**config.mk**
```make
export PLATFORM = sky130hd
export DESIGN_NAME = cpu_8080_subset_step_flat
export DESIGN_NICKNAME = d
export VERILOG_FILES = /design/src/rtl/c8080_pkg.sv /design/src/rtl/c8080_if.sv /design/src/rtl/c8080_alu.sv /design/src/rtl/c8080_exec.sv /design/src/rtl/cpu_8080_subset_step.sv /design/src/flat_wrapper.sv
export SDC_FILE = /design/constraint.sdc
export NUM_CORES = 1
export LEC_CHECK = 0
export ABC_CLOCK_PERIOD_IN_PS = 8500
export BUFFER_PORTS_ARGS = -buffer_cell sky130_fd_sc_hd__buf_2
export CAP_MARGIN = 20
export CORE_ASPECT_RATIO = 0.9
export CORE_MARGIN = 8
export CORE_UTILIZATION = 50
export DETAILED_ROUTE_END_ITERATION = 16
export PLACE_DENSITY = 0.68
export SLEW_MARGIN = 20
export SYNTH_ARGS = -nofsm -noshare
export SYNTH_HDL_FRONTEND = slang
export SYNTH_SLANG_ARGS = --single-unit
```
**constraint.sdc**
```tcl
create_clock -name clk -period 8.5 [get_ports clk]
set_input_delay 1.7 -clock clk [delete_from_list [all_inputs] [get_ports clk]]
set_output_delay 1.7 -clock clk [all_outputs]
set_load 0.05 [all_outputs]
```
**src/rtl/c8080_pkg.sv**
```systemverilog
// ----------------------------------------------------------------------------
// c8080_pkg
// Shared types and constants for the 8080 subset execute block: opcodes,
// register select codes, flag bit positions and the state/result records.
// ----------------------------------------------------------------------------
package c8080_pkg;

  // Opcodes outside the MOV/ADD/SUB groups
  localparam logic [7:0] OP_NOP  = 8'h00;
  localparam logic [7:0] OP_LXIB = 8'h01;
  localparam logic [7:0] OP_ADI  = 8'hc6;
  localparam logic [7:0] OP_SUI  = 8'hd6;
  localparam logic [7:0] OP_JMP  = 8'hc3;
  localparam logic [7:0] OP_JNZ  = 8'hc2;
  localparam logic [7:0] OP_JZ   = 8'hca;
  localparam logic [7:0] OP_JNC  = 8'hd2;
  localparam logic [7:0] OP_JC   = 8'hda;
  localparam logic [7:0] OP_JP   = 8'hf2;
  localparam logic [7:0] OP_CALL = 8'hcd;
  localparam logic [7:0] OP_RET  = 8'hc9;

  // Group prefixes in the upper opcode bits
  localparam logic [1:0] GRP_MOV = 2'b01;
  localparam logic [4:0] GRP_ADD = 5'b10000;
  localparam logic [4:0] GRP_SUB = 5'b10010;

  // Register select field codes
  localparam logic [2:0] REG_B = 3'd0;
  localparam logic [2:0] REG_C = 3'd1;
  localparam logic [2:0] REG_D = 3'd2;
  localparam logic [2:0] REG_E = 3'd3;
  localparam logic [2:0] REG_H = 3'd4;
  localparam logic [2:0] REG_L = 3'd5;
  localparam logic [2:0] REG_M = 3'd6;
  localparam logic [2:0] REG_A = 3'd7;

  // Flag bit positions
  localparam int FLAG_Z = 0;
  localparam int FLAG_S = 1;
  localparam int FLAG_P = 2;
  localparam int FLAG_C = 3;

  typedef struct packed {
    logic [7:0]  a;
    logic [7:0]  b;
    logic [7:0]  c;
    logic [7:0]  d;
    logic [7:0]  e;
    logic [7:0]  h;
    logic [7:0]  l;
    logic [15:0] sp;
    logic [15:0] pc;
    logic [3:0]  flags;
  } arch_state_t;

  typedef struct packed {
    logic        wr_en;
    logic [15:0] wr_addr;
    logic [15:0] wr_word;
    logic        fault;
  } exec_status_t;

  typedef struct packed {
    logic [7:0]  op_code;
    logic [7:0]  imm_low;
    logic [7:0]  imm_high;
    logic [7:0]  mem_byte;
    logic [15:0] stack_word;
  } in_payload_t;

  typedef struct packed {
    logic [15:0] next_pc;
    logic [7:0]  acc_value;
    logic [3:0]  flag_bits;
    logic [15:0] pair_bc;
    logic [15:0] pair_de;
    logic [15:0] pair_hl;
    logic [15:0] stack_ptr;
    logic        write_enable;
    logic [15:0] write_addr;
    logic [15:0] write_word;
    logic        fault;
  } out_payload_t;

endpackage

```
**src/rtl/c8080_if.sv**
```systemverilog
// ----------------------------------------------------------------------------
// c8080 channel interfaces
// Valid/ready channels for instruction items and execute results.
// ----------------------------------------------------------------------------
interface c8080_in_if;
  logic        valid;
  logic        ready;
  logic [7:0]  op_code;
  logic [7:0]  imm_low;
  logic [7:0]  imm_high;
  logic [7:0]  mem_byte;
  logic [15:0] stack_word;

  modport source (
    output valid, op_code, imm_low, imm_high, mem_byte, stack_word,
    input  ready
  );
  modport sink (
    input  valid, op_code, imm_low, imm_high, mem_byte, stack_word,
    output ready
  );
endinterface

interface c8080_out_if;
  logic        valid;
  logic        ready;
  logic [15:0] next_pc;
  logic [7:0]  acc_value;
  logic [3:0]  flag_bits;
  logic [15:0] pair_bc;
  logic [15:0] pair_de;
  logic [15:0] pair_hl;
  logic [15:0] stack_ptr;
  logic        write_enable;
  logic [15:0] write_addr;
  logic [15:0] write_word;
  logic        fault;

  modport source (
    output valid, next_pc, acc_value, flag_bits, pair_bc, pair_de, pair_hl,
           stack_ptr, write_enable, write_addr, write_word, fault,
    input  ready
  );
  modport sink (
    input  valid, next_pc, acc_value, flag_bits, pair_bc, pair_de, pair_hl,
           stack_ptr, write_enable, write_addr, write_word, fault,
    output ready
  );
endinterface

```
**src/rtl/c8080_alu.sv**
```systemverilog
// ----------------------------------------------------------------------------
// c8080_alu
// 8-bit add/subtract with Z, S, P and CY flag generation.
// ----------------------------------------------------------------------------
module c8080_alu (
  input  logic [7:0] acc,
  input  logic [7:0] operand,
  input  logic       sub,
  output logic [7:0] result,
  output logic [3:0] flags
);

  logic [8:0] sum9;

  // Bit 8 is carry for add and borrow (operand > acc) for subtract
  assign sum9   = sub ? ({1'b0, acc} - {1'b0, operand})
                      : ({1'b0, acc} + {1'b0, operand});
  assign result = sum9[7:0];

  always_comb begin
    flags                   = '0;
    flags[c8080_pkg::FLAG_Z] = (sum9[7:0] == 8'h00);
    flags[c8080_pkg::FLAG_S] = sum9[7];
    flags[c8080_pkg::FLAG_P] = ~^sum9[7:0];
    flags[c8080_pkg::FLAG_C] = sum9[8];
  end

endmodule

```
**src/rtl/c8080_exec.sv**
```systemverilog
// ----------------------------------------------------------------------------
// c8080_exec
// Decode and execute of one instruction against the current register state;
// produces the next state and the stack write / fault status.
// ----------------------------------------------------------------------------
module c8080_exec (
  input  c8080_pkg::arch_state_t  st,
  input  c8080_pkg::in_payload_t  item,
  output c8080_pkg::arch_state_t  st_nxt,
  output c8080_pkg::exec_status_t status
);

  logic [2:0]  src_sel;
  logic [2:0]  dst_sel;
  logic [7:0]  src_val;
  logic        is_mov;
  logic        is_add;
  logic        is_sub;
  logic        is_imm;
  logic [7:0]  alu_opd;
  logic        alu_sub;
  logic [7:0]  alu_res;
  logic [3:0]  alu_flags;
  logic [15:0] target;
  logic [15:0] pc_p1;
  logic [15:0] pc_p2;
  logic [15:0] pc_p3;
  logic [15:0] sp_m2;

  assign src_sel = item.op_code[2:0];
  assign dst_sel = item.op_code[5:3];
  assign is_mov  = (item.op_code[7:6] == c8080_pkg::GRP_MOV) && (dst_sel != c8080_pkg::REG_M);
  assign is_add  = (item.op_code[7:3] == c8080_pkg::GRP_ADD);
  assign is_sub  = (item.op_code[7:3] == c8080_pkg::GRP_SUB);
  assign is_imm  = (item.op_code == c8080_pkg::OP_ADI) || (item.op_code == c8080_pkg::OP_SUI);
  assign target  = {item.imm_high, item.imm_low};
  assign pc_p1   = st.pc + 16'd1;
  assign pc_p2   = st.pc + 16'd2;
  assign pc_p3   = st.pc + 16'd3;
  assign sp_m2   = st.sp - 16'd2;

  always_comb begin
    unique case (src_sel)
      c8080_pkg::REG_B: src_val = st.b;
      c8080_pkg::REG_C: src_val = st.c;
      c8080_pkg::REG_D: src_val = st.d;
      c8080_pkg::REG_E: src_val = st.e;
      c8080_pkg::REG_H: src_val = st.h;
      c8080_pkg::REG_L: src_val = st.l;
      c8080_pkg::REG_M: src_val = item.mem_byte;
      c8080_pkg::REG_A: src_val = st.a;
      default:          src_val = st.a;
    endcase
  end

  assign alu_opd = is_imm ? item.imm_low : src_val;
  assign alu_sub = is_sub || (item.op_code == c8080_pkg::OP_SUI);

  c8080_alu u_alu (
    .acc     (st.a),
    .operand (alu_opd),
    .sub     (alu_sub),
    .result  (alu_res),
    .flags   (alu_flags)
  );

  always_comb begin
    st_nxt = st;
    status = '0;
    priority if (is_mov) begin
      st_nxt.pc = pc_p1;
      unique case (dst_sel)
        c8080_pkg::REG_B: st_nxt.b = src_val;
        c8080_pkg::REG_C: st_nxt.c = src_val;
        c8080_pkg::REG_D: st_nxt.d = src_val;
        c8080_pkg::REG_E: st_nxt.e = src_val;
        c8080_pkg::REG_H: st_nxt.h = src_val;
        c8080_pkg::REG_L: st_nxt.l = src_val;
        c8080_pkg::REG_A: st_nxt.a = src_val;
        default: ;
      endcase
    end else if (is_add || is_sub) begin
      st_nxt.pc    = pc_p1;
      st_nxt.a     = alu_res;
      st_nxt.flags = alu_flags;
    end else begin
      unique case (item.op_code)
        c8080_pkg::OP_NOP: st_nxt.pc = pc_p1;
        c8080_pkg::OP_LXIB: begin
          st_nxt.c  = item.imm_low;
          st_nxt.b  = item.imm_high;
          st_nxt.pc = pc_p3;
        end
        c8080_pkg::OP_ADI, c8080_pkg::OP_SUI: begin
          st_nxt.a     = alu_res;
          st_nxt.flags = alu_flags;
          st_nxt.pc    = pc_p2;
        end
        c8080_pkg::OP_JMP: st_nxt.pc = target;
        c8080_pkg::OP_JNZ: st_nxt.pc = !st.flags[c8080_pkg::FLAG_Z] ? target : pc_p3;
        c8080_pkg::OP_JZ:  st_nxt.pc =  st.flags[c8080_pkg::FLAG_Z] ? target : pc_p3;
        c8080_pkg::OP_JNC: st_nxt.pc = !st.flags[c8080_pkg::FLAG_C] ? target : pc_p3;
        c8080_pkg::OP_JC:  st_nxt.pc =  st.flags[c8080_pkg::FLAG_C] ? target : pc_p3;
        c8080_pkg::OP_JP:  st_nxt.pc = !st.flags[c8080_pkg::FLAG_S] ? target : pc_p3;
        c8080_pkg::OP_CALL: begin
          st_nxt.sp      = sp_m2;
          st_nxt.pc      = target;
          status.wr_en   = 1'b1;
          status.wr_addr = sp_m2;
          status.wr_word = pc_p3;
        end
        c8080_pkg::OP_RET: begin
          st_nxt.pc = item.stack_word;
          st_nxt.sp = st.sp + 16'd2;
        end
        // Unimplemented opcode: leave state untouched
        default: status.fault = 1'b1;
      endcase
    end
  end

endmodule

```
**src/rtl/cpu_8080_subset_step.sv**
```systemverilog
// ----------------------------------------------------------------------------
// cpu_8080_subset_step
// Executes one 8080 subset instruction per item and reports the full
// register state after it.
// ----------------------------------------------------------------------------
// Each accepted item is one instruction with its operand bytes, the byte at
// HL and the word at SP already fetched. The block takes one instruction per
// clock cycle while the receiver keeps up; an accepted item is held in the
// input register, then executed combinationally into the result register once
// that is free, and transfers when the receiver is ready. The register state
// is written at the same edge that loads the result register, so consecutive
// instructions see each other's results with no gap. Unimplemented opcodes
// raise fault and change nothing; CALL reports a 16-bit stack write that the
// user performs.
module cpu_8080_subset_step (
  input  logic             clk,
  input  logic             rst_n,
  c8080_in_if.sink         in_ch,
  c8080_out_if.source      out_ch
);

  c8080_pkg::in_payload_t  item_r;
  logic                    item_vld_r;
  c8080_pkg::arch_state_t  state_r;
  c8080_pkg::arch_state_t  state_nxt;
  c8080_pkg::exec_status_t ex_status;
  c8080_pkg::out_payload_t out_r;
  c8080_pkg::out_payload_t out_nxt;
  logic                    out_vld_r;
  logic                    advance;

  // Move the held instruction into the result register when it is free
  assign advance     = item_vld_r && (!out_vld_r || out_ch.ready);
  assign in_ch.ready = !item_vld_r || advance;

  always_ff @(posedge clk) begin
    if (!rst_n) begin
      item_vld_r <= 1'b0;
    end else if (in_ch.ready) begin
      item_vld_r <= in_ch.valid;
    end
  end

  always_ff @(posedge clk) begin
    if (in_ch.valid && in_ch.ready) begin
      item_r.op_code    <= in_ch.op_code;
      item_r.imm_low    <= in_ch.imm_low;
      item_r.imm_high   <= in_ch.imm_high;
      item_r.mem_byte   <= in_ch.mem_byte;
      item_r.stack_word <= in_ch.stack_word;
    end
  end

  c8080_exec u_exec (
    .st     (state_r),
    .item   (item_r),
    .st_nxt (state_nxt),
    .status (ex_status)
  );

  always_ff @(posedge clk) begin
    if (!rst_n) begin
      state_r <= '0;
    end else if (advance) begin
      state_r <= state_nxt;
    end
  end

  always_comb begin
    out_nxt.next_pc      = state_nxt.pc;
    out_nxt.acc_value    = state_nxt.a;
    out_nxt.flag_bits    = state_nxt.flags;
    out_nxt.pair_bc      = {state_nxt.b, state_nxt.c};
    out_nxt.pair_de      = {state_nxt.d, state_nxt.e};
    out_nxt.pair_hl      = {state_nxt.h, state_nxt.l};
    out_nxt.stack_ptr    = state_nxt.sp;
    out_nxt.write_enable = ex_status.wr_en;
    out_nxt.write_addr   = ex_status.wr_addr;
    out_nxt.write_word   = ex_status.wr_word;
    out_nxt.fault        = ex_status.fault;
  end

  always_ff @(posedge clk) begin
    if (!rst_n) begin
      out_vld_r <= 1'b0;
    end else if (advance) begin
      out_vld_r <= 1'b1;
    end else if (out_ch.ready) begin
      out_vld_r <= 1'b0;
    end
  end

  always_ff @(posedge clk) begin
    if (advance) begin
      out_r <= out_nxt;
    end
  end

  assign out_ch.valid        = out_vld_r;
  assign out_ch.next_pc      = out_r.next_pc;
  assign out_ch.acc_value    = out_r.acc_value;
  assign out_ch.flag_bits    = out_r.flag_bits;
  assign out_ch.pair_bc      = out_r.pair_bc;
  assign out_ch.pair_de      = out_r.pair_de;
  assign out_ch.pair_hl      = out_r.pair_hl;
  assign out_ch.stack_ptr    = out_r.stack_ptr;
  assign out_ch.write_enable = out_r.write_enable;
  assign out_ch.write_addr   = out_r.write_addr;
  assign out_ch.write_word   = out_r.write_word;
  assign out_ch.fault        = out_r.fault;

`ifndef SYNTH
  // A faulting instruction leaves the whole register state as it was
  a_fault_no_change: assert property (@(posedge clk) disable iff (!rst_n)
    advance && ex_status.fault |=> state_r == $past(state_r))
    else $error("fault instruction changed state");

  // A stack write always targets the reported stack pointer
  a_write_at_sp: assert property (@(posedge clk) disable iff (!rst_n)
    out_vld_r && out_r.write_enable |-> out_r.write_addr == out_r.stack_ptr && !out_r.fault)
    else $error("stack write address differs from stack pointer");

  // Every executed instruction produces a result on the next cycle
  a_exec_result: assert property (@(posedge clk) disable iff (!rst_n)
    advance |=> out_vld_r && out_r.next_pc == state_r.pc)
    else $error("executed instruction has no matching result");
`endif

endmodule
```
**src/flat_wrapper.sv**
```systemverilog
// flat-port wrapper written by rule: the top's interface ports become plain ports
module cpu_8080_subset_step_flat 
  (clk, rst_n, in_ch_valid, in_ch_op_code, in_ch_imm_low, in_ch_imm_high, in_ch_mem_byte, in_ch_stack_word, in_ch_ready, out_ch_valid, out_ch_next_pc, out_ch_acc_value, out_ch_flag_bits, out_ch_pair_bc, out_ch_pair_de, out_ch_pair_hl, out_ch_stack_ptr, out_ch_write_enable, out_ch_write_addr, out_ch_write_word, out_ch_fault, out_ch_ready);
  c8080_in_if in_ch_i ();
  c8080_out_if out_ch_i ();
  input  logic clk;
  input  logic rst_n;
  input wire logic [$bits(in_ch_i.valid)-1:0] in_ch_valid;
  input wire logic [$bits(in_ch_i.op_code)-1:0] in_ch_op_code;
  input wire logic [$bits(in_ch_i.imm_low)-1:0] in_ch_imm_low;
  input wire logic [$bits(in_ch_i.imm_high)-1:0] in_ch_imm_high;
  input wire logic [$bits(in_ch_i.mem_byte)-1:0] in_ch_mem_byte;
  input wire logic [$bits(in_ch_i.stack_word)-1:0] in_ch_stack_word;
  output wire logic [$bits(in_ch_i.ready)-1:0] in_ch_ready;
  output wire logic [$bits(out_ch_i.valid)-1:0] out_ch_valid;
  output wire logic [$bits(out_ch_i.next_pc)-1:0] out_ch_next_pc;
  output wire logic [$bits(out_ch_i.acc_value)-1:0] out_ch_acc_value;
  output wire logic [$bits(out_ch_i.flag_bits)-1:0] out_ch_flag_bits;
  output wire logic [$bits(out_ch_i.pair_bc)-1:0] out_ch_pair_bc;
  output wire logic [$bits(out_ch_i.pair_de)-1:0] out_ch_pair_de;
  output wire logic [$bits(out_ch_i.pair_hl)-1:0] out_ch_pair_hl;
  output wire logic [$bits(out_ch_i.stack_ptr)-1:0] out_ch_stack_ptr;
  output wire logic [$bits(out_ch_i.write_enable)-1:0] out_ch_write_enable;
  output wire logic [$bits(out_ch_i.write_addr)-1:0] out_ch_write_addr;
  output wire logic [$bits(out_ch_i.write_word)-1:0] out_ch_write_word;
  output wire logic [$bits(out_ch_i.fault)-1:0] out_ch_fault;
  input wire logic [$bits(out_ch_i.ready)-1:0] out_ch_ready;
  assign in_ch_i.valid = in_ch_valid;
  assign in_ch_i.op_code = in_ch_op_code;
  assign in_ch_i.imm_low = in_ch_imm_low;
  assign in_ch_i.imm_high = in_ch_imm_high;
  assign in_ch_i.mem_byte = in_ch_mem_byte;
  assign in_ch_i.stack_word = in_ch_stack_word;
  assign in_ch_ready = in_ch_i.ready;
  assign out_ch_valid = out_ch_i.valid;
  assign out_ch_next_pc = out_ch_i.next_pc;
  assign out_ch_acc_value = out_ch_i.acc_value;
  assign out_ch_flag_bits = out_ch_i.flag_bits;
  assign out_ch_pair_bc = out_ch_i.pair_bc;
  assign out_ch_pair_de = out_ch_i.pair_de;
  assign out_ch_pair_hl = out_ch_i.pair_hl;
  assign out_ch_stack_ptr = out_ch_i.stack_ptr;
  assign out_ch_write_enable = out_ch_i.write_enable;
  assign out_ch_write_addr = out_ch_i.write_addr;
  assign out_ch_write_word = out_ch_i.write_word;
  assign out_ch_fault = out_ch_i.fault;
  assign out_ch_i.ready = out_ch_ready;
  cpu_8080_subset_step u_core (.clk(clk), .rst_n(rst_n), .in_ch(in_ch_i), .out_ch(out_ch_i));
endmodule
```
Word-level counts from Yosys, hierarchy flattened --
Index checks and enable logic that the tools add are counted. Widths: inputs -> output; s select.
Storage, ports and cells: bits in registers 268, output and inout port bits 128, word-level logic and storage cells 118
Cells by class: add/subtract/negate cells 7, equality and inequality tests 28, muxes and demuxes 33, bitwise operators 1, reduce and logical (&&, ||, !) cells 21
Operator list (count):
- $mux 16 | 10
- $pmux 16 s10 | 1
- $eq 8x8->1 const B | 10
- $mux 8 | 10
- $pmux 8 s8 | 1
- $add 16x2->16 const B | 3
- $mux 33 | 1
- $mux 32 | 1
- $pmux 16 s2 | 1
- $mux 24 | 1
- $eq 3x3->1 const B | 7
- $mux 20 | 1
- $add 16x1->16 const B | 1
- $logic_not 8->1 | 2
- $sub 16x2->16 const B | 1
- $eq 3x2->1 const B | 4
- $reduce_or 12->1 | 1
- $eq 5x5->1 const B | 2
- $add 8x8->9 | 1
- $mux 9 | 1
- $sub 8x8->9 | 1
- $eq 8x1->1 const B | 1
- $mux 4 | 2
- $reduce_xnor 8->1 | 1
- 12 further kinds | 25

Logic depth before layout (Yosys ltp) --
Gate-level depths: netlist of the first run.
depth in word-level cells 9, depth in mapped cells 25

Modules after synthesis --
Synthesis of the first run repeated with hierarchy kept, for this count alone.
Unflattened totals: cells, all modules 1373, area total of the unflattened synthesis 14013.4 um2
Modules (own cells, without submodules):
- cpu_8080_subset_step | times used 1, cells an instance 583, area each 9011.1 um2, sequential area each 7106.8 um2
- c8080_exec | times used 1, cells an instance 696, area each 4335.4 um2, sequential area each 0.0 um2
- c8080_alu | times used 1, cells an instance 94, area each 666.9 um2, sequential area each 0.0 um2

Worst setup path after synthesis of the first run --
OpenSTA, ideal clock, no wires.
kind input -> register, start point input port out_ch_ready, end point register u_core.out_r (netlist bit u_core.out_ch.acc_value[0]), enable pin, setup time 0.537 ns, arrival 5.918 ns, data required time 7.963 ns, setup slack 2.045 ns, stages on the path 5, buffers on the path 2, cell sequence nor2b_1 -> nand2b_1 -> inv_1 -> clkbuf_1 -> clkbuf_1
Between the ends: cells in the longest elaborated chain, start to end 2
Ends and longest elaborated chain:
- from (decl) | RTL line flat_wrapper.sv:27 | input wire logic [$bits(out_ch_i.ready)-1:0] out_ch_ready;
- $logic_or 1x1->1 | RTL line cpu_8080_subset_step.sv:33 | assign advance = item_vld_r && (!out_vld_r || out_ch.ready);
- $logic_and 1x1->1 | RTL line cpu_8080_subset_step.sv:33
- named net u_core.advance | RTL line cpu_8080_subset_step.sv:30 | logic advance;
- to (signal assigned) | RTL line cpu_8080_subset_step.sv:95 | out_r <= out_nxt;
- to (decl) | RTL line cpu_8080_subset_step.sv:27 | c8080_pkg::out_payload_t out_r;
The timed path passes the listed nets, and every way through them passes these cells. A chain may end at the register's enable or synchronous reset.

==> metrics, run 1 <==
startpoint class of the critical path=register; maximum fanout along the worst path=17; Setup CP Type=reg -> reg; fraction of layout cells with a size suffix above 1=a little under a fifth; CP Data Arrival Time=5710 ps; Pleak=approximately 5.8 nW; PortBufs=around 180; DR iter-0 viols=roughly 1.3k; most common cell after layout, fill and taps aside=buf_2; fin util=between 50% and 60%; VDD IR max=about 0.13 mV; Worst EP required=approximately 9000 ps; die area=about 33,000 um2; Die Ht=roughly 170 um; Seq/Total Area, Yosys=~52%; Max-Cap Viols=0; first-pass GRT wire length=just over 60,000 um; synth-to-layout area growth=13.69%; cts hold-fix bufs=0; most frequent cells in the layout=buf_2 (177), nor2_1 (175), edfxtp_1 (172), nand2_1 (153), dfxtp_1 (93); worst skew pair latency=around 540 ps; GPL Wtd Cong=roughly 0.94; DRC viols=0; n_diodes=0; hold path endpoint=u_core.state_r[2]$_SDFFE_PN0P_; asr flop ratio synth=0%; PD cells=205.6 nW/um2; crit path capture type=register; DR vias=11.12k; Max Freq=around 0.19 GHz; Post-synth EDFFs=approximately 170; cells after synthesis=approximately 1.4k; row count=57; Total Wirelength=roughly 40,000 um; setup violators final=0; CTS Buffer Depth=3; GRT Util Overall=a little under a quarter; Period minus WS final=5250 ps; r2r startpoint=u_core.item_r[41]$_DFFE_PP_; largest net degree at the start of global routing=a little under 100; die width=between 150 and 200 um; syn_area_per_cell=slightly below 10 um2; gr ovfl total=0; Post-synth top flop=edfxtp_1; hold path startpoint=u_core.state_r[2]$_SDFFE_PN0P_; status=finished clean; CTS Sinks=265; vias in the first global route=~10k; starting density of the core=50.45%; worst reg2reg path endpoint=u_core.state_r[2]$_SDFFE_PN0P_; dpl hpwl=~28,000 um; synthesized area=roughly 14,000 um2; Core Area=around 27,000 um2; post-synthesis register bit count=roughly 270; postcts setup bufs=0; R2R depth=23; via/cell ratio=approximately 6; Hold Crit Depth=2; DRT antenna net count=0; synthesis warning total=0; CTS root buf=clkbuf_16; 1st-pass router iterations=6; slew margin rel.=a little under two fifths; RSZ-0062 raised after global routing=false; r2r setup slk=3250 ps; Worst-Margin Slew=between 900 and 1000 ps; htree depth=1; Tightest Hold Check Type=reg -> reg; CTS tree=yes; total chip power=about 0.0032 W; TNS Setup=0 ps; CTS Buf Count=27; Slew Limit Fails=0; crit share post-route=between 60% and 70%; clk_skew=12.38 ps; Synth area leader=edfxtp_1; post-DR wirelength/cell=21.46 um; I/O pin count=180; Synth top area share=38.18%; Final Hold Viols=0; Final nets=about 1.6k; initial antenna violation count=2; Worst-path clk slew=60 ps; number of distinct library cells after synthesis=95; top cells by area, synth=edfxtp_1 (38%), dfxtp_1 (14%), nor2_1 (4.9%); Gates resized, CTS repair=0
[layer usage]
metal  up-vias  part of all wire (%)  GRT usage [%]
met5         -                     0              0
met4         0                   2.6          6.384
met3        53                   9.6          4.556
met2       565                    42          34.30
met1      5308                    46          34.92
li1       5198                     -              -
[report_power, final]
group | total [W] | leakage, nW | switching (W) | internal, W
clock | 0.00118 | 0.437 | 0.000492 | 0.000683
combinational | 0.000496 | 2.98 | 0.000337 | 0.000159
sequential | 0.00149 | 2.41 | 0.0000533 | 0.00144
[state kept, by name, summed over array words and instances, names as in the netlist, 8 cells and up]
name and flops:
u_core.out_ch.next_pc 16, u_core.out_ch.pair_hl 16, u_core.out_ch.write_word 16, u_core.out_ch.acc_value 8, u_core.out_ch.pair_de 16, u_core.item_r 48, u_core.out_ch.stack_ptr 15, u_core.state_r 91
u_core.out_ch.pair_bc 16, u_core.out_ch.write_addr 15
[cell usage after synthesis (5+ instances only)]
library cell  count
or3_1             8
buf_2            23
inv_1            31
dfxtp_1          93
o31ai_1          10
buf_6             5
a32oi_1           5
a22oi_1          31
a31oi_1          15
o211ai_1          5
nor3_1           39
nand2b_1          9
and2_1           11
nor2b_1           9
a221o_1          10
nor2_1          175
edfxtp_1        172
buf_4            10
mux2_2            7
o21ai_0          80
and3_1           11
mux4_2            6
nand3_1          39
nand4_1          17
o21a_1            7
o22ai_1          12
nand2_1         153
o21ai_1           8
xor2_1           41
a211oi_1         10
buf_1             7
o221ai_1          5
a21oi_1          66
or2_2             5
xnor2_1          34
clkbuf_1         59
ha_1             19
mux2i_1          17
[critical path: stages, from the launching register on]
cell	delay, ps
edfxtp_1	710
buf_6	270
mux4_2	530
mux2i_2	150
buf_4	190
nand2_1	60
o21ai_1	150
ha_1	270
nand2_1	50
o21ai_0	130
inv_1	90
ha_1	210
nor2b_1	130
o21ai_0	210
a21boi_0	190
o31a_1	300
o22ai_1	240
xor2_1	270
ha_1	290
xnor2_1	190
xnor2_1	80
o21ai_0	230
nand2_1	90
a21oi_1	140
[stage by stage]
| stage | std cells | instance area, um2 | setup WS, ps | hold slack, ps |
|---|---|---|---|---|
| 3_3_place_gp | 1807 | 14500 | 3231 | 445.7 |
| 4_1_cts | 1857 | 15370 | 3052 | 470.6 |
| 3_5_place_dp | 1807 | 14500 | 3069 | 462.3 |
| 2_1_floorplan | 1364 | 13530 | 2045 | 436.6 |
| 5_1_grt | 1858 | 15380 | 2758 | 492.0 |
| 6_report | 1858 | 15380 | 3250 | 464.3 |
[cell type report]
type	instances	area, um2
Tap cell	354	442.9
Clock inverter	18	168.9
Clock buffer	32	704.4
Multi-Input combinational cell	963	5894
Fill cell	2336	11440
Sequential cell	265	7027
Timing Repair Buffer	194	1017
Inverter	32	125.1
[worst max path at each step]
stage / to / startpoint / slack (ps)
after global placement: u_core.state_r[2]$_SDFFE_PN0P_ / u_core.item_r[41]$_DFFE_PP_ / 3230
after detailed placement: u_core.state_r[2]$_SDFFE_PN0P_ / u_core.item_r[41]$_DFFE_PP_ / 3070
after global routing: u_core.state_r[2]$_SDFFE_PN0P_ / u_core.item_r[41]$_DFFE_PP_ / 2760
after floorplan: u_core.out_ch.acc_value[0]$_DFFE_PP_ / out_ch_ready / 2050
after CTS: u_core.state_r[2]$_SDFFE_PN0P_ / u_core.item_r[41]$_DFFE_PP_ / 3050
final: u_core.state_r[2]$_SDFFE_PN0P_ / u_core.item_r[41]$_DFFE_PP_ / 3250
[cell families after synthesis]
kind of cell | Yosys count | share of synthesized area [%]
simple gates | 515 | 18.03
compound gates | 318 | 15.55
flops | 265 | 51.94
buf+inv | 136 | 4.541
xor+xnor | 75 | 4.856
mux | 33 | 3.154
fa+ha+maj | 20 | 1.905
other cells | 1 | 0.02772
Note: power is estimated with default switching activity, not from simulation.
==> run 2: changes to the inputs <==
Settings changed: ABC_CLOCK_PERIOD_IN_PS 8500 to 4700, PLACE_DENSITY 0.68 to 0.7.
Clock period 8.5 ns to 4.7 ns, I/O delays scaled along.
==> run 2 against run 1 <==
- sequential share of layout area decreased by 1.2 points
- hold slack got worse by 2.4 ps
- core utilization rose by 1.5 points
- first-iteration DRC count decreased by 1.3%
- worst setup slack got worse by 3000 ps
- design area increased by 2.7%
- critical path type unchanged
==> metrics, run 2 (synthesis gave the netlist of run 1 again) <==
status=finished clean (unchanged); biggest regs=u_core.state_r (91), u_core.item_r (48) (unchanged); PD cells=377.5 nW/um2 (was 205.6 nW/um2); Slew Limit Fails=0 (unchanged); CP cell instances=buf_4 -> buf_12 -> o311ai_0 -> a222oi_1 -> buf_4 -> buf_4 -> a31o_2 -> and4_1 -> nor2_1 -> xor2_1 -> ha_1 -> or2_2 -> o22ai_4 -> xor2_2 -> ha_1 -> xnor2_1 -> xnor2_1 -> o21ai_1 -> nand2_1 -> a21oi_1 (was buf_6 -> mux4_2 -> mux2i_2 -> buf_4 -> nand2_1 -> o21ai_1 -> ha_1 -> nand2_1 -> o21ai_0 -> inv_1 -> ha_1 -> nor2b_1 -> o21ai_0 -> a21boi_0 -> o31a_1 -> o22ai_1 -> xor2_1 -> ha_1 -> xnor2_1 -> xnor2_1 -> o21ai_0 -> nand2_1 -> a21oi_1); met3 Usage GRT=4.677% (was 4.556%); Worst EP required=5100 ps (was 8960 ps); grt met1 use=35.09% (was 34.92%); Top reg by flops=u_core.state_r (unchanged); fraction of layout cells with a size suffix above 1=21.16% (was 18.75%); fin util=58.89% (was 57.35%); r2r setup slk=240 ps (was 3250 ps); CTS tree=yes (unchanged); htree depth=1 (unchanged); Core Area=26,820 um2 (unchanged); DR iter-0 viols=1,235 (was 1,251); hold path startpoint=u_core.state_r[2]$_SDFFE_PN0P_ (unchanged); crit share post-route=94.84% (was 61.76%); Setup CP Type=reg -> reg (unchanged); fillcell total=2,334 (was 2,336); CTS Buffer Depth=3 (unchanged); row count=57 (unchanged); Slowest-stage cell, CP=edfxtp_1 (unchanged); most frequent cells in the layout=buf_2 (177), nor2_1 (175), edfxtp_1 (172), nand2_1 (153), dfxtp_1 (93) (unchanged); PortBufs=177 (unchanged); first-pass GRT wire length=61,790 um (was 60,430 um); CTS Buf Count=27 (unchanged); post-DR wirelength/cell=21.56 um (was 21.46 um); DRT antenna net count=0 (unchanged); slew margin rel.=38.79% (was 38.26%); met2 usage=35.54% (was 34.30%); GRT Max-Usage Layer=met2 (was met1); setup violators final=0 (unchanged); Worst-path clk slew=60 ps (about the same); most common cell after layout, fill and taps aside=buf_2 (unchanged); dpl hpwl=29,000 um (was 27,800 um); vias in the first global route=10.46k (was 10.23k); GPL Wtd Cong=0.9559 (was 0.9391); Tightest Hold Check Type=reg -> reg (unchanged); clk_skew=10.96 ps (was 12.38 ps); DR vias=11.35k (was 11.12k); die area=32,580 um2 (unchanged); crit path capture type=register (unchanged); n_diodes=0 (unchanged); Pleak=6.018 nW (was 5.827 nW); worst reg2reg path endpoint=u_core.state_r[2]$_SDFFE_PN0P_ (unchanged); Cell Count Post-Placement=1,837 (was 1,807); startpoint class of the critical path=register (unchanged); synth-to-layout area growth=16.73% (was 13.69%); Hold Crit Depth=2 (unchanged); VDD IR max=0.3460 mV (was 0.1303 mV); CP Data Arrival Time=4860 ps (was 5710 ps); CTS root buf=clkbuf_16 (unchanged); worst skew pair latency=560 ps (was 540 ps); Final Hold Viols=0 (unchanged); R2R depth=20 (was 23); r2r startpoint=u_core.item_r[42]$_DFFE_PP_ (was u_core.item_r[41]$_DFFE_PP_); GRT Util Overall=24.10% (was 23.46%); I/O pin count=180 (unchanged); Total Wirelength=40,760 um (was 39,880 um); Final nets=1,587 (was 1,555); die width=189.4 um (unchanged); max reg flops=91 (unchanged); Worst path max stage delay=520 ps (was 710 ps); Max-Cap Viols=0 (unchanged); 1st-pass router iterations=5 (was 6); gr ovfl total=0 (unchanged); initial antenna violation count=0 (was 2); starting density of the core=50.45% (unchanged); CP dominant cell by count=buf_4; largest net degree at the start of global routing=89 (was 99); via/cell ratio=6.005 (was 5.987); Cell Count, Final, Fillers Out=1,890 (was 1,858); Max Freq=0.2243 GHz (was 0.1905 GHz); Die Ht=172.0 um (unchanged); cts hold-fix bufs=0 (unchanged); DRC viols=0 (unchanged); maximum fanout along the worst path=16 (was 17); CTS Sinks=265 (unchanged); hold path endpoint=u_core.state_r[2]$_SDFFE_PN0P_ (unchanged); Period minus WS final=4458 ps (was 5250 ps); Worst-Margin Slew=918.1 ps (was 923.3 ps)
-- run 2: changes by cell type in the layout (fill, tap and decap cells not counted), moves of 2 or more --
cell	delta
buf_12	+3
buf_4	+29
bufinv_16	+2
clkbuf_1	-4
clkinv_1	-2
clkinv_2	-4
clkinv_4	+2
clkinvlp_4	+4
o21ai_0	-3
o21ai_1	+2
-- run 2: layout make-up --
cell class	instances	area (um2)	area share, %
Sequential cell	265	7027	44.50
Multi-Input combinational cell	963	5936	37.59
Timing Repair Buffer	226	1295	8.201
Clock buffer	29	703.2	4.453
Tap cell	354	442.9	2.805
Clock inverter	21	262.8	1.664
Inverter	32	125.1	0.7923
-- run 2: worst max-delay path by stage --
stage | start | end | slack [ps]
after detailed placement | u_core.item_r[41]$_DFFE_PP_ | u_core.state_r[2]$_SDFFE_PN0P_ | 10
after global placement | u_core.item_r[41]$_DFFE_PP_ | u_core.state_r[2]$_SDFFE_PN0P_ | 150
final | u_core.item_r[42]$_DFFE_PP_ | u_core.state_r[2]$_SDFFE_PN0P_ | 240
after CTS | u_core.item_r[41]$_DFFE_PP_ | u_core.state_r[2]$_SDFFE_PN0P_ | 10
after global routing | u_core.item_r[41]$_DFFE_PP_ | u_core.state_r[2]$_SDFFE_PN0P_ | -40
after floorplan | u_core.item_r[40]$_DFFE_PP_ | u_core.state_r[2]$_SDFFE_PN0P_ | 270
-- run 2: routing by layer --
metal,wire length (um),vias to the layer above
met1,17950,5403
li1,-,5269
met3,4108,78
met4,1367,0
met2,17330,599
met5,0,-
-- run 2: repair_timing --
item,CTS,global route
buffers inserted,0,3
gates resized for setup,0,12
setup endpoints to repair,0,4
-- run 2: power by group --
| part | internal [W] | leakage, nW | switching (W) |
|---|---|---|---|
| Sequential | 0.00260 | 2.41 | 0.0000906 |
| Clock | 0.00137 | 0.461 | 0.000946 |
| Combinational | 0.000324 | 3.15 | 0.000633 |
| Total | 0.00429 | 6.02 | 0.00167 |
-- run 2: stage by stage --
| stage | TNS (ps) | setup slack (ps) | power (W) | instance area (um2) | hold slack (ps) |
|---|---|---|---|---|---|
| floorplan | 0 | 273.1 | 0.003385 | 13530 | 436.6 |
| global placement | 0 | 145.7 | 0.003653 | 14760 | 446.9 |
| detailed placement | 0 | 13.65 | 0.003662 | 14760 | 458.6 |
| CTS | 0 | 13.01 | 0.005967 | 15720 | 467.8 |
| global route | -39.90 | -39.90 | 0.006157 | 15790 | 494.1 |
| finish | 0 | 242.4 | 0.005961 | 15790 | 462.0 |
-- run 2: worst max-delay path: cells and delay by family (launching register included) --
kind            cells  cell delay [ps]
flops               1              520
xor+xnor            4              600
simple gates        4              780
fa+ha+maj           2              530
compound gates      6             1190
buf+inv             4              700
==> run 3: changes to the inputs <==
Settings changed: SYNTH_HIERARCHICAL from default to 1.
==> run 3 against run 2 <==
- maximum frequency grew 1.1%
- critical path type unchanged
- wire length grew 1.7%
- power fell by 3.8%
==> metrics, run 3 <==
largest net degree at the start of global routing=109 (was 89); post-synthesis register bit count=268 (was 265); startpoint class of the critical path=register (unchanged); Seq/Total Area, Yosys=50.71% (was 51.94%); GRT Util Overall=23.57% (was 24.10%); fin util=59.06% (was 58.89%); Hold Crit Depth=2 (unchanged); Max-Cap Viols=0 (unchanged); Total Wirelength=41,450 um (was 40,760 um); Logic pwr share=13.4% (was 16.1%); Worst-path clk slew=60 ps (about the same); Worst-Margin Slew=1054 ps (was 918.1 ps); asr flop ratio synth=0% (unchanged); post-DR wirelength/cell=21.52 um (was 21.56 um); slew margin rel.=29.14% (was 38.79%); Pleak=6.091 nW (was 6.018 nW); die width=192.5 um (was 189.4 um); Period minus WS final=4409 ps (was 4458 ps); vias in the first global route=10.82k (was 10.46k); syn_nets=1,445; CP cell instances=and4b_1 -> nand3_1 -> buf_4 -> a21oi_1 -> nor2_1 -> a31oi_1 -> xnor2_1 -> ha_1 -> inv_1 -> or3_1 -> a32oi_2 -> xnor2_1 -> ha_1 -> xnor2_1 -> xnor2_1 -> mux2_2 -> nand2_1 -> mux2i_1 (was buf_4 -> buf_12 -> o311ai_0 -> a222oi_1 -> buf_4 -> buf_4 -> a31o_2 -> and4_1 -> nor2_1 -> xor2_1 -> ha_1 -> or2_2 -> o22ai_4 -> xor2_2 -> ha_1 -> xnor2_1 -> xnor2_1 -> o21ai_1 -> nand2_1 -> a21oi_1); initial antenna violation count=0 (unchanged); Top reg by flops=u_core/state_r (was u_core.state_r); CTS Buf Count=28 (was 27); hold path startpoint=u_core/state_r[2]$_SDFFE_PN0P_ (was u_core.state_r[2]$_SDFFE_PN0P_); Slew Limit Fails=0 (unchanged); R2R depth=18 (was 20); starting density of the core=50.42% (was 50.45%); DR vias=11.56k (was 11.35k); Int Power=0.004264 W (was 0.004291 W); Top delay family on crit path=simple AND/OR/NAND/NOR gates (was compound AO/OA/AOI/OAI gates); synthesized area=14,010 um2 (was 13,530 um2); most frequent cells in the layout=nand2_1 (242), buf_2 (178), edfxtp_1 (174), mux2i_1 (103), nor2_1 (99) (was buf_2 (177), nor2_1 (175), edfxtp_1 (172), nand2_1 (153), dfxtp_1 (93)); setup violators final=0 (unchanged); Final Hold Viols=0 (unchanged); Core Area=27,790 um2 (was 26,820 um2); PD cells=349.4 nW/um2 (was 377.5 nW/um2); crit path from=u_core/item_r[41]$_DFFE_PP_ (was u_core.item_r[42]$_DFFE_PP_); switching part of the total=25.65% (was 28.02%); Cell Count, Final, Fillers Out=1,926 (was 1,890); Synth top area share=37.29% (was 38.18%); fraction of layout cells with a size suffix above 1=21.52% (was 21.16%); GPL Wtd Cong=0.9307 (was 0.9559); CP Data Arrival Time=4800 ps (was 4860 ps); n_diodes=0 (unchanged); CTS Sinks=268 (was 265); first-pass GRT wire length=62,650 um (was 61,790 um); syn_area_per_cell=10.21 um2 (was 9.925 um2); worst reg2reg path endpoint=u_core/state_r[2]$_SDFFE_PN0P_ (was u_core.state_r[2]$_SDFFE_PN0P_); CP dominant cell by count=xnor2_1 (was buf_4); Synth area leader=edfxtp_1 (unchanged); Post-synth EDFFs=174 (was 172); top cells by area, synth=edfxtp_1 (37%), dfxtp_1 (13%), mux2i_1 (7.4%) (was edfxtp_1 (38%), dfxtp_1 (14%), nor2_1 (4.9%)); VDD IR max=0.2420 mV (was 0.3460 mV); number of distinct library cells after synthesis=87 (was 95); most common cell in the netlist=nand2_1 (was nor2_1); crit path capture type=register (unchanged); DR iter-0 viols=1,348 (was 1,235); max reg flops=92 (was 91); I/O pin count=180 (unchanged); die area=33,650 um2 (was 32,580 um2); Post-synth top flop=edfxtp_1 (unchanged); sw power=0.001471 W (was 0.001670 W); CTS tree=yes (unchanged); top post-synthesis cells by count=nand2_1 (242), edfxtp_1 (174), mux2i_1 (103) (was nor2_1 (175), edfxtp_1 (172), nand2_1 (153)); synth-to-layout area growth=17.13% (was 16.73%); r2r setup slk=290 ps (was 240 ps); biggest regs=u_core/state_r (92), u_core/item_r (48) (was u_core.state_r (91), u_core.item_r (48)); gr ovfl total=0 (unchanged); DRC viols=0 (unchanged); row count=58 (was 57); clock power share=40.4% (was 38.8%); fillcell total=2,367 (was 2,334); Slowest-stage cell, CP=edfxtp_1 (unchanged); htree depth=1 (unchanged); Worst path max stage delay=510 ps (was 520 ps); cells after synthesis=1,373 (was 1,363); Final nets=1,616 (was 1,587); Tightest Hold Check Type=reg -> reg (unchanged); DRT antenna net count=0 (unchanged); dpl hpwl=29,750 um (was 29,000 um); worst skew pair latency=540 ps (was 560 ps); hold path endpoint=u_core/state_r[2]$_SDFFE_PN0P_ (was u_core.state_r[2]$_SDFFE_PN0P_); Cell Count Post-Placement=1,865 (was 1,837); maximum fanout along the worst path=8 (was 16); most common cell after layout, fill and taps aside=nand2_1 (was buf_2); CTS Buffer Depth=3 (unchanged); crit share post-route=93.81% (was 94.84%); Worst EP required=5090 ps (was 5100 ps); Setup CP Type=reg -> reg (unchanged); r2r startpoint=u_core/item_r[41]$_DFFE_PP_ (was u_core.item_r[42]$_DFFE_PP_); CP bufs+invs=2 (was 4); PortBufs=179 (was 177); clk_skew=8.612 ps (was 10.96 ps); CTS root buf=clkbuf_16 (unchanged); Seq pwr share=46.2% (was 45.1%); Die Ht=174.8 um (was 172.0 um); hold_ws=465.2 ps (was 462.0 ps); via/cell ratio=6.002 (was 6.005); synthesis warning total=6 (was 0); status=finished clean (unchanged); Max Freq=0.2268 GHz (was 0.2243 GHz); 1st-pass router iterations=6 (was 5)
==> run 3: worst max-delay path by stage <==
stage | slack [ps] | cells after the start | endpoint
floorplan | 40 | 20 | u_core/out_ch.flag_bits[2]$_DFFE_PP_
global placement | 220 | 21 | u_core/state_r[2]$_SDFFE_PN0P_
detailed placement | 140 | 21 | u_core/state_r[2]$_SDFFE_PN0P_
CTS | 100 | 21 | u_core/state_r[2]$_SDFFE_PN0P_
global route | -20 | 20 | u_core/state_r[2]$_SDFFE_PN0P_
finish | 290 | 18 | u_core/state_r[2]$_SDFFE_PN0P_
==> run 3: stage by stage <==
step | worst slack (ps) | instance area, um2 | total power (W) | setup TNS, ps
after floorplan | 41.47 | 14010 | 0.003236 | 0
after global placement | 216.3 | 15300 | 0.003431 | 0
after detailed placement | 135.9 | 15310 | 0.003441 | 0
after CTS | 101.2 | 16290 | 0.005755 | 0
after global routing | -15.85 | 16410 | 0.005916 | -15.85
final | 290.9 | 16410 | 0.005735 | 0
==> run 3: timing repair <==
action / in CTS / in global routing
setup endpoints to repair: 0 / 4
hold buffers: 0 / 0
buffers inserted: 0 / 10
gates resized for setup: 0 / 10
==> run 3: cell type report <==
class	count	area [um2]	share of cell area [%]
Sequential cell	268	7107	43.30
Timing Repair Buffer	237	1416	8.629
Clock inverter	8	128.9	0.7851
Tap cell	360	450.4	2.744
Clock buffer	44	852.1	5.191
Multi-Input combinational cell	978	6340	38.62
Inverter	31	120.1	0.7318
==> run 3: power by group through the flow <==
stage | registers (W) | clock network (W) | logic [W]
floorplan | 0.00283 | 0 | 0.000406
global placement | 0.00270 | 0 | 0.000735
detailed placement | 0.00270 | 0 | 0.000744
CTS | 0.00265 | 0.00236 | 0.000747
global route | 0.00265 | 0.00244 | 0.000821
finish | 0.00265 | 0.00232 | 0.000769
==> run 3: worst reg2reg max path, delay by kind of cell (launching register included) <==
family	cells	cell delay, ps
buffers and inverters	2	380
AOI/OAI and AO/OA	3	770
and+or+nand+nor	5	1170
DFF	1	510
adders and majority gates	2	570
xor gates and xnor gates	4	510
muxes	2	350
==> run 3: cells by family (layout without fill, tap and decap cells) <==
family,after synthesis,in the layout,synth area share (%)
mux,128,128,9.848
buf+inv,127,320,4.455
compound gates,279,279,13.27
flops,268,268,50.71
fa+ha+maj,20,20,1.839
xor+xnor,50,50,3.125
simple gates,501,501,16.75
==> run 3: layer usage <==
metal / track usage [%] / part of all wire [%] / wire (um)
met5: 0 / 0 / 0
met4: 6.838 / 2.6 / 1093
met3: 4.783 / 9.7 / 4001
met2: 34.57 / 43 / 18020
met1: 34.52 / 44 / 18340
